<file path="src/hdl/cts_pkg.sv">
// Shared constants and types for the comment stripper.
package cts_pkg;

   // Character codes.
   localparam logic [7:0] CH_CR    = 8'h0D;
   localparam logic [7:0] CH_LF    = 8'h0A;
   localparam logic [7:0] CH_TAB   = 8'h09;
   localparam logic [7:0] CH_SP    = 8'h20;
   localparam logic [7:0] CH_HASH  = 8'h23;
   localparam logic [7:0] CH_STAR  = 8'h2A;
   localparam logic [7:0] CH_SLASH = 8'h2F;
   localparam logic [7:0] CH_QUOTE = 8'h22;
   localparam logic [7:0] CH_BSL   = 8'h5C;
   localparam logic [7:0] CH_NUL   = 8'h00;

   // One input byte yields at most this many output bytes.
   localparam int MAX_RESULTS = 3;
   localparam int RES_CNT_W   = 2;

   // Default output queue depth; must hold at least MAX_RESULTS + 1.
   localparam int QUEUE_DEPTH = 8;

   typedef enum logic [8:0] {
      MODE_NORMAL     = 9'b000000001,
      MODE_SPACE      = 9'b000000010,
      MODE_SLASH      = 9'b000000100,
      MODE_ESCAPE     = 9'b000001000,
      MODE_STRING     = 9'b000010000,
      MODE_STR_ESCAPE = 9'b000100000,
      MODE_BLOCK      = 9'b001000000,
      MODE_BLOCK_STAR = 9'b010000000,
      MODE_LINE       = 9'b100000000
   } scan_mode_type;

   // One output transaction as stored in the queue.
   typedef struct packed {
      logic       end_of_text;
      logic [7:0] out_byte;
   } entry_type;

   // Results of one input byte, handed from the filter to the queue.
   typedef struct packed {
      logic [RES_CNT_W-1:0]             count;
      entry_type [MAX_RESULTS-1:0]      entries;
   } result_type;

endpackage

</file>
<file path="src/hdl/cts_filter.sv">
// Scanner state and the per-byte filtering logic.
module cts_filter (
   input  logic                clock,
   input  logic                reset,
   input  logic                advance,
   input  logic [7:0]          text_byte,
   input  logic                final_byte,
   output cts_pkg::result_type result
);

   typedef struct packed {
      cts_pkg::scan_mode_type                  mode;
      logic [7:0]                              last;
      logic                                    any;
      logic [cts_pkg::RES_CNT_W-1:0]           cnt;
      cts_pkg::entry_type [cts_pkg::MAX_RESULTS-1:0] slots;
   } ctx_type;

   localparam logic [cts_pkg::RES_CNT_W-1:0] CNT_FULL =
      cts_pkg::RES_CNT_W'(cts_pkg::MAX_RESULTS);

   cts_pkg::scan_mode_type mode_ff, mode_in;
   logic [7:0]             last_ff, last_in;
   logic                   any_ff, any_in;

   function automatic ctx_type put_byte(input ctx_type c, input logic [7:0] b);
      ctx_type r;
      r = c;
      if (c.cnt != CNT_FULL) begin
         r.slots[c.cnt].out_byte    = b;
         r.slots[c.cnt].end_of_text = 1'b0;
         r.cnt  = c.cnt + 1'b1;
         r.last = b;
         r.any  = 1'b1;
      end
      return r;
   endfunction

   function automatic ctx_type line_end(input ctx_type c);
      ctx_type r;
      r = c;
      if (c.any && (c.last != cts_pkg::CH_CR)) begin
         r = put_byte(r, cts_pkg::CH_CR);
      end
      r.mode = cts_pkg::MODE_NORMAL;
      return r;
   endfunction

   function automatic ctx_type plain(input ctx_type c, input logic [7:0] b);
      ctx_type r;
      r = c;
      r.mode = cts_pkg::MODE_NORMAL;
      unique case (b)
         cts_pkg::CH_BSL: begin
            r = put_byte(r, b);
            r.mode = cts_pkg::MODE_ESCAPE;
         end
         cts_pkg::CH_QUOTE: begin
            r = put_byte(r, b);
            r.mode = cts_pkg::MODE_STRING;
         end
         cts_pkg::CH_CR, cts_pkg::CH_LF: r = line_end(r);
         cts_pkg::CH_SP, cts_pkg::CH_TAB: r.mode = cts_pkg::MODE_SPACE;
         cts_pkg::CH_SLASH: r.mode = cts_pkg::MODE_SLASH;
         cts_pkg::CH_HASH: r.mode = cts_pkg::MODE_LINE;
         default: r = put_byte(r, b);
      endcase
      return r;
   endfunction

   ctx_type c;
   logic    is_nl;
   logic    is_ws;

   always_comb begin
      is_nl = (text_byte == cts_pkg::CH_CR) || (text_byte == cts_pkg::CH_LF);
      is_ws = (text_byte == cts_pkg::CH_SP) || (text_byte == cts_pkg::CH_TAB);
      c       = '0;
      c.mode  = mode_ff;
      c.last  = last_ff;
      c.any   = any_ff;

      unique case (mode_ff)
         cts_pkg::MODE_NORMAL: c = plain(c, text_byte);
         cts_pkg::MODE_SPACE: begin
            if (is_nl) begin
               c = line_end(c);
            end else if (!is_ws) begin
               // pending space is emitted only after real text, never doubled
               if (c.any && (c.last != cts_pkg::CH_SP)) begin
                  c = put_byte(c, cts_pkg::CH_SP);
               end
               c = plain(c, text_byte);
            end
         end
         cts_pkg::MODE_SLASH: begin
            if (text_byte == cts_pkg::CH_STAR) begin
               c.mode = cts_pkg::MODE_BLOCK;
            end else if (text_byte == cts_pkg::CH_SLASH) begin
               c.mode = cts_pkg::MODE_LINE;
            end else begin
               c = put_byte(c, cts_pkg::CH_SLASH);
               c = plain(c, text_byte);
            end
         end
         cts_pkg::MODE_ESCAPE: begin
            c = put_byte(c, text_byte);
            c.mode = cts_pkg::MODE_NORMAL;
         end
         cts_pkg::MODE_STRING: begin
            c = put_byte(c, text_byte);
            if (text_byte == cts_pkg::CH_QUOTE) begin
               c.mode = cts_pkg::MODE_NORMAL;
            end else if (text_byte == cts_pkg::CH_BSL) begin
               c.mode = cts_pkg::MODE_STR_ESCAPE;
            end
         end
         cts_pkg::MODE_STR_ESCAPE: begin
            c = put_byte(c, text_byte);
            c.mode = cts_pkg::MODE_STRING;
         end
         cts_pkg::MODE_BLOCK: begin
            if (text_byte == cts_pkg::CH_STAR) begin
               c.mode = cts_pkg::MODE_BLOCK_STAR;
            end
         end
         cts_pkg::MODE_BLOCK_STAR: begin
            if (text_byte == cts_pkg::CH_SLASH) begin
               c.mode = cts_pkg::MODE_NORMAL;
            end else if (text_byte != cts_pkg::CH_STAR) begin
               c.mode = cts_pkg::MODE_BLOCK;
            end
         end
         cts_pkg::MODE_LINE: begin
            if (is_nl) begin
               c = line_end(c);
            end
         end
         default: c = plain(c, text_byte);
      endcase

      if (final_byte) begin
         // flush a pending slash, then the terminator; state goes back to reset
         if (c.mode == cts_pkg::MODE_SLASH) begin
            c = put_byte(c, cts_pkg::CH_SLASH);
         end
         if (c.cnt != CNT_FULL) begin
            c.slots[c.cnt].out_byte    = cts_pkg::CH_NUL;
            c.slots[c.cnt].end_of_text = 1'b1;
            c.cnt = c.cnt + 1'b1;
         end
         c.mode = cts_pkg::MODE_NORMAL;
         c.last = 8'h00;
         c.any  = 1'b0;
      end

      mode_in = c.mode;
      last_in = c.last;
      any_in  = c.any;
      result.count   = c.cnt;
      result.entries = c.slots;
   end

   always_ff @(posedge clock) begin
      if (reset) begin
         mode_ff <= cts_pkg::MODE_NORMAL;
         last_ff <= 8'h00;
         any_ff  <= 1'b0;
      end else if (advance) begin
         mode_ff <= mode_in;
         last_ff <= last_in;
         any_ff  <= any_in;
      end
   end

endmodule

</file>
<file path="src/hdl/cts_out_queue.sv">
// Output queue: takes up to three a cycle, drains one a cycle on pop.
module cts_out_queue #(
   parameter int DEPTH = cts_pkg::QUEUE_DEPTH
) (
   input  logic                clock,
   input  logic                reset,
   input  cts_pkg::result_type push,
   output logic                has_room,
   output logic                pop_valid,
   input  logic                pop_ready,
   output cts_pkg::entry_type  pop_entry
);

   localparam int PTR_W = (DEPTH > 1) ? $clog2(DEPTH) : 1;
   localparam int CNT_W = $clog2(DEPTH + 1);
   localparam int NRES  = cts_pkg::MAX_RESULTS;
   localparam logic [CNT_W-1:0] ROOM_LIMIT = CNT_W'(DEPTH - NRES);
   localparam logic [PTR_W:0]   DEPTH_EXT  = (PTR_W + 1)'(DEPTH);
   localparam logic [PTR_W-1:0] LAST_PTR   = PTR_W'(DEPTH - 1);

   cts_pkg::entry_type mem [DEPTH];

   logic [PTR_W-1:0] wr_ptr_ff, wr_ptr_in;
   logic [PTR_W-1:0] rd_ptr_ff, rd_ptr_in;
   logic [CNT_W-1:0] count_ff, count_in;
   logic [NRES-1:0][PTR_W-1:0] slot_idx;
   logic [PTR_W:0]   sum;
   logic             pop;

   // wrap a pointer plus a small offset (offset below DEPTH)
   function automatic logic [PTR_W-1:0] wrap_add(input logic [PTR_W-1:0] p,
                                                 input logic [PTR_W:0] off);
      logic [PTR_W:0] s;
      s = {1'b0, p} + off;
      if (s >= DEPTH_EXT) begin
         s = s - DEPTH_EXT;
      end
      return s[PTR_W-1:0];
   endfunction

   always_comb begin
      for (int i = 0; i < NRES; i++) begin
         slot_idx[i] = wrap_add(wr_ptr_ff, (PTR_W + 1)'(i));
      end
      sum       = (PTR_W + 1)'(push.count);
      wr_ptr_in = wrap_add(wr_ptr_ff, sum);
      pop_valid = (count_ff != '0);
      pop       = pop_valid && pop_ready;
      rd_ptr_in = pop ? ((rd_ptr_ff == LAST_PTR) ? '0 : rd_ptr_ff + 1'b1) : rd_ptr_ff;
      count_in  = count_ff + CNT_W'(push.count) - CNT_W'(pop);
      has_room  = (count_ff <= ROOM_LIMIT);
      pop_entry = mem[rd_ptr_ff];
   end

   always_ff @(posedge clock) begin
      for (int i = 0; i < NRES; i++) begin
         if (push.count > cts_pkg::RES_CNT_W'(i)) begin
            mem[slot_idx[i]] <= push.entries[i];
         end
      end
   end

   always_ff @(posedge clock) begin
      if (reset) begin
         wr_ptr_ff <= '0;
         rd_ptr_ff <= '0;
         count_ff  <= '0;
      end else begin
         wr_ptr_ff <= wr_ptr_in;
         rd_ptr_ff <= rd_ptr_in;
         count_ff  <= count_in;
      end
   end

endmodule

</file>
<file path="src/hdl/config_text_comment_stripper_core.sv">
// Top level of the text comment stripper: input register, filter, output queue.
//
//   channel | direction | ports                                   | handshake
//   --------+-----------+-----------------------------------------+----------
//   req     | in        | req_text_byte[7:0], req_final_byte      | valid/ready
//   rsp     | out       | rsp_out_byte[7:0], rsp_end_of_text      | valid/ready
//
// One text byte per clock in steady state. A transaction is held in the input
// register, where the filter turns it into zero to three output bytes that are
// written into the output queue when the held byte moves on; the first output
// is valid once the queue has registered it. The queue drains one transaction
// per clock while rsp_ready is high. A held byte moves on only while the queue
// has at least three free entries, so when the receiver stalls or bytes expand
// faster than they drain, req_ready drops with the register full.
// Reset (synchronous, active high) empties the queue and the input register
// and returns the scanner to normal text mode with nothing emitted.
module config_text_comment_stripper_core #(
   parameter int QUEUE_DEPTH = cts_pkg::QUEUE_DEPTH
) (
   input  logic       clock,
   input  logic       reset,
   input  logic       req_valid,
   output logic       req_ready,
   input  logic [7:0] req_text_byte,
   input  logic       req_final_byte,
   output logic       rsp_valid,
   input  logic       rsp_ready,
   output logic [7:0] rsp_out_byte,
   output logic       rsp_end_of_text
);

   // input register
   logic       stage_valid_ff, stage_valid_in;
   logic [7:0] stage_byte_ff;
   logic       stage_final_ff;

   cts_pkg::result_type filt_result;
   cts_pkg::result_type push;
   cts_pkg::entry_type  head;
   logic                has_room;
   logic                advance;
   logic                req_fire;

   // the held byte moves on once the queue can take its worst case
   assign advance   = stage_valid_ff && has_room;
   assign req_ready = !stage_valid_ff || has_room;
   assign req_fire  = req_valid && req_ready;

   always_comb begin
      stage_valid_in = stage_valid_ff;
      if (req_fire) begin
         stage_valid_in = 1'b1;
      end else if (advance) begin
         stage_valid_in = 1'b0;
      end
      push       = filt_result;
      push.count = advance ? filt_result.count : '0;
   end

   always_ff @(posedge clock) begin
      if (reset) begin
         stage_valid_ff <= 1'b0;
      end else begin
         stage_valid_ff <= stage_valid_in;
      end
   end

   // payload needs no reset
   always_ff @(posedge clock) begin
      if (req_fire) begin
         stage_byte_ff  <= req_text_byte;
         stage_final_ff <= req_final_byte;
      end
   end

   cts_filter u_filter (
      .clock      (clock),
      .reset      (reset),
      .advance    (advance),
      .text_byte  (stage_byte_ff),
      .final_byte (stage_final_ff),
      .result     (filt_result)
   );

   cts_out_queue #(
      .DEPTH (QUEUE_DEPTH)
   ) u_queue (
      .clock     (clock),
      .reset     (reset),
      .push      (push),
      .has_room  (has_room),
      .pop_valid (rsp_valid),
      .pop_ready (rsp_ready),
      .pop_entry (head)
   );

   assign rsp_out_byte    = head.out_byte;
   assign rsp_end_of_text = head.end_of_text;

endmodule

</file>
<file path="config.mk">
export PLATFORM = sky130hd
export DESIGN_NAME = config_text_comment_stripper_core
export DESIGN_NICKNAME = d
export VERILOG_FILES = /design/src/hdl/cts_pkg.sv /design/src/hdl/cts_filter.sv /design/src/hdl/cts_out_queue.sv /design/src/hdl/config_text_comment_stripper_core.sv
export SDC_FILE = /design/constraint.sdc
export NUM_CORES = 1
export LEC_CHECK = 0
export ABC_AREA = 0
export BUFFER_PORTS_ARGS = -buffer_cell sky130_fd_sc_hd__buf_2
export CORE_MARGIN = 2
export CORE_UTILIZATION = 40
export CTS_BUF_LIST = sky130_fd_sc_hd__clkbuf_16
export DETAILED_ROUTE_END_ITERATION = 16
export GPL_ROUTABILITY_DRIVEN = 0
export PLACE_DENSITY_LB_ADDON = 0.1
export SYNTH_ARGS = -nofsm -noshare
export SYNTH_HDL_FRONTEND = slang
export SYNTH_HIERARCHICAL = 1
export SYNTH_SLANG_ARGS = --single-unit
</file>
<file path="constraint.sdc">
create_clock -name clock -period 5.5 [get_ports clock]
set_clock_uncertainty 0.05 [all_clocks]
set_input_delay 1.1 -clock clock [delete_from_list [all_inputs] [get_ports clock]]
set_output_delay 1.1 -clock clock [all_outputs]
set_load 0.05 [all_outputs]
</file>
* Word level (Yosys, flattened, before mapping)
Memories as Yosys holds them, arrays and structs flattened. A register that Yosys moved wholly into a read port is not among the register bits. Cells that the tools add are included.
Cells by class: add/subtract/negate cells 14, multipliers 0, divide/modulo/power cells 0, magnitude comparators 16, equal/unequal tests 28, shift operators 0, multiplexer cells 86, bitwise operators 0, reduce and logical (&&, ||, !) cells 23
Operators by type and width (number):
- $mux 38 | 14
- $bwmux 27 | 12
- $pmux 38 s2 | 3
- $pmux 38 s5 | 1
- $mux 47 | 4
- $demux 9 s2 | 8
- $mux 9 | 14
- $mux 29 | 4
- $pmux 9 s8 | 1
- $pmux 9 s5 | 1
- $eq 8x6->1 const B | 5
- $pmux 9 s4 | 1
- $mux 11 | 3
- $mux 8 | 4
- $eq 8x4->1 const B | 3
- $ne 8x4->1 const B | 3
- $mux 3 | 7
- $eq 9x3->1 const B | 2
- $ne 8x6->1 const B | 2
- $ge 4x4->1 const B | 3
- $lt 2x3->1 const B | 4
- $sub 3x1->3 const B | 4
- $logic_and 1x1->1 | 11
- $eq 9x2->1 const B | 1
- 30 further kinds | 52
Storage, ports and cells: register bits 38, latch bits 0, bits in writable memories 72, memory bits (read-only) 0, input port bits 13, output and inout bits 11, word-level logic and storage cells 177, memories 1
Memories:
- u_queue.mem | depth 8, bits a word 9, rd ports 1, clocked after memory_dff 1, write ports 3, line cts_out_queue.sv:21 | cts_pkg::entry_type mem [DEPTH];

* Logic depth before layout (Yosys ltp)
depth after elaboration 39, mapped depth 20, depth with buffers taken out 15

* Hierarchy
The synthesis kept the hierarchy.
By module, submodules not included:
- cts_out_queue | times used 1, cells each 605, area each 5761.8 sq um, seq. area each 2422.3 sq um
- cts_filter | times used 1, cells each 379, area each 2606.2 sq um, seq. area each 360.3 sq um
- config_text_comment_stripper_core | times used 1, cells each 17, area each 347.8 sq um, seq. area each 290.3 sq um

* Least setup slack after synthesis
OpenSTA, ideal clock, no wires.
path type register to register, start point register u_filter.mode_ff[3], end point register u_queue.count_ff[3], setup time 0.121 ns, arrival time 4.243 ns, data required time 5.329 ns, path slack 1.087 ns, cell stages (with the launch flop) 21, buffers on the path 5, clock period less this slack 4.413 ns, cell sequence dfxtp_1 buf_6 or4_4 or4_4 nor2_4 buf_4 nand2_1 a31oi_4 o21ai_1 nand2_1 buf_4 and3_2 buf_2 clkbuf_1 inv_1 ha_1 inv_1 ha_1 a21o_1 a21oi_1 mux2_2
RTL lines:
- from (decl) | line cts_filter.sv:22 | cts_pkg::scan_mode_type mode_ff, mode_in;
- from (signal assigned) | line cts_filter.sv:166 | mode_ff <= cts_pkg::MODE_NORMAL;
- from (signal assigned) | line cts_filter.sv:170 | mode_ff <= mode_in;
- to (signal assigned) | line cts_out_queue.sv:71 | count_ff <= count_in;
- to (decl) | line cts_out_queue.sv:25 | logic [CNT_W-1:0] count_ff, count_in;

==> reports/metrics.cfg <==
[floorplanning]
pin_count=24
core.rowCount=54
fp.dieW_um=152
start_util_pct=40.3
dieArea_um2=23000
coreArea_um2=21600
die_h_um=152

[sta]
rsz0062_at_grt=false
setup-tns-final_ns=0
tightestPinTransition_ns=1.11
fmax_ghz=0.205
maxSlewViolCount=0
max_slew_margin_pct=25.9
hold_viol=0
finalSetupViolations=0
period_share_pct=88.5
post-route-min-period_ns=4.87
worst_slack_ns=0.633

[clock_tree]
clk_latency_ns=0.43
cts_tree=yes
cts_max_path_buffers=2
cts_resized=0
ctsRootBufferMaster=clkbuf_16
numCtsBuffers=17
postCtsHoldBufs=0
cts-htree-levels=4
postCtsSetupRepairBufs=0
clock-sinks=113
path_clk_slew_ns=0.05

[power_and_ir_drop]
ir_drop_v=0.000168
p_leak_nw=3.13
switching_share_pct=33.6
p_clk_share_pct=36.0
power-per-cell-area_nw_per_um2=314
seqPwrFrac_pct=36.6
pwr-share-comb_pct=27.4
p_switching_w=0.000985
p_int_w=0.00194

[drt]
drcViolationCount=0
drtPass1Iterations=6
drt_iter0_drc=946
wl_per_cell_um=23.9
vias=8010
ant_nets=0
drt_wl_total_um=29600
vias_per_cell=6.45

[grt]
grt_pass1_vias=7390
grt_pass1_wl_um=44200
grt.overflow.total=0
antenna_found_initial=0
grt_max_degree=77
track_usage_pct=26.1

[synthesis]
synth.most_common_cell=nand2_1
postSynthCellCount=1001
synth_seq_cells=113
synth_common_cells=nand2_1 (110), o21ai_0 (97), nor3_1 (85)
synth_area_um2=8720
synth_top_family_by_area=simple AND/OR/NAND/NOR gates
synthDistinctLibCells=88
synthTopCellsByArea=edfxtp_1 (28%), dfxtp_1 (7.3%), o21ai_0 (5.6%), a31oi_1 (5.5%), mux4_1 (5.4%)
synthMuxAreaShare_pct=6.72
synth_compound_area_share_pct=22.1
synth-xor-area-share_pct=1.11
synth_adder_area_share_pct=2.01
synth-edff-count=81
synth_top_cell_by_area=edfxtp_1
avgSynthCellArea_um2=8.71
synth_seq_area_share_pct=35.3
synth-async-reset-ratio_pct=0
synthSimpleGateAreaFrac_pct=23.8
yosys_warnings=6
yosysTopAreaCellShare_pct=27.9
synth_top_flop_cell=edfxtp_1

[finish]
nFillCells=2142
syn_to_final_growth_pct=7.03
diodes=0
nNetsFinal=974
drive_gt1_share_pct=12.2

[setup_path]
cpMostUsedCell=buf_4
cp_data_arrival_time_ns=4.95
endpoint=u_queue/mem[2][2]
max_stage_delay_ns=0.54
start_kind=flip-flop
r2r-end=u_queue/mem[2][2]
r2r_start=stage_byte_ff[4]
crit_chain=nor3_2, o211ai_1, buf_4, nor2_1, o21ai_1, a31oi_4, o21ai_1, nand2_1, and3_2, buf_4, nand3_1, o22ai_1, buf_4
worst_r2r_path_depth=13
path_class=flip-flop to flip-flop
path_max_fanout=26
crit_path_end_kind=flip-flop
required_ns=5.58
reg2reg_slack_ns=0.63
crit_start=stage_byte_ff[4]
slowest_stage=nor3_2

[worst_hold_path]
hold_path_class=flip-flop to flip-flop

[status]
status=completed

[place]
dp_worst_setup_slack_ns=0.754
detailed_place_hpwl_um=20900
port_buffers=23

[job]
max-cap-violations=0

[power by group through the flow]
stage	logic (W)	clock network [W]	registers (W)
CTS	0.000792	0.00108	0.00107
floorplan	0.000656	0	0.00103
global placement	0.000791	0	0.00109
global route	0.000868	0.00111	0.00108
detailed placement	0.000789	0	0.00109
finish	0.000803	0.00106	0.00107
[kinds of logic (layout without fill, tap and decap cells)]
group | Yosys count | after routing
DFF | 113 | 113
adders and majority gates | 13 | 13
AOI/OAI and AO/OA | 302 | 302
buffers and inverters | 157 | 111
xor gates and xnor gates | 11 | 11
and+or+nand+nor | 376 | 376
muxes | 28 | 28
other | 1 | 8
[worst min path at each step]
| stage | start | to | cells after the start |
|---|---|---|---|
| after global routing | u_filter/last_ff[3] | u_filter/last_ff[3] | 2 |
| after detailed placement | u_filter/last_ff[4] | u_filter/last_ff[4] | 1 |
| after global placement | u_filter/last_ff[4] | u_filter/last_ff[4] | 1 |
| final | u_filter/last_ff[4] | u_filter/last_ff[4] | 1 |
| after CTS | u_filter/last_ff[4] | u_filter/last_ff[4] | 1 |
| after floorplan | u_filter/last_ff[7] | u_filter/last_ff[7] | 1 |
[layer usage]
| layer | wire [µm] | vias up | global-route usage, % |
|---|---|---|---|
| met1 | 12300 | 3826 | 34.7 |
| met4 | 1290 | 0 | 11.9 |
| li1 | - | 3669 | - |
| met3 | 2580 | 85 | 5.18 |
| met5 | 0 | - | 0 |
| met2 | 13500 | 430 | 41.3 |
[metrics by stage]
stage	std cells	hold slack (ns)	power, W	utilization, %	cell area (µm²)
after floorplan	1008	0.390	0.00169	-	8740
final	1242	0.449	0.00293	43.1	9330
after detailed placement	1210	0.430	0.00188	40.6	8770
after CTS	1242	0.450	0.00294	43.1	9330
after global placement	1210	0.417	0.00188	40.6	8770
after global routing	1242	0.481	0.00306	43.1	9330
[cell type report]
class | count | area, µm² | area share (%)
multi-input cells | 738 | 4920 | 52.7
flip-flops and latches | 113 | 3070 | 32.9
clock buffers | 18 | 450 | 4.83
well taps | 280 | 350 | 3.76
repair buffers | 51 | 325 | 3.49
clock inverters | 14 | 108 | 1.15
inverters | 28 | 105 | 1.13
[registers in the layout, indices dropped and copies added (netlist names), named ones only]
name and cells:
u_queue/mem 72, u_queue/rd_ptr_ff 3, stage_final_ff 1, u_queue/count_ff 4, u_filter/mode_ff 9, u_queue/wr_ptr_ff 3, u_filter/any_ff 1, stage_byte_ff 8
u_filter/last_ff 8, stage_valid_ff 1
[critical path: cells and delay by family (launching register included)]
family,cells,cell delay (ns)
simple gates,5,2.05
buf+inv,3,0.70
compound gates,5,1.26
flops,1,0.50
[placed cells by master, fill, tap and decap left out, types with 5 or more instances in the layout]
cell and count:
and4b_1 18, and4_1 9, nor3_1 85, nor2_1 37, mux4_1 18, o22ai_1 13
o21ai_0 97, ha_1 10, nand2b_1 9, nor4bb_1 10, mux2_2 10, edfxtp_1 81
or2_2 9, xor2_1 5, nor3b_1 5, nand3b_1 5, a21o_1 8, o211ai_1 8
or3_1 6, dfxtp_1 32, clkinv_1 6, nand2_1 110, buf_2 23, inv_1 32
conb_1 8, buf_4 28, o21ai_1 6, clkbuf_16 18, nor2b_1 15, and3b_1 5
o211a_1 5, a31oi_1 76, a21oi_1 36, a22oi_1 9, nand3_1 17
No activity file was read; power rests on OpenSTA's default activity.
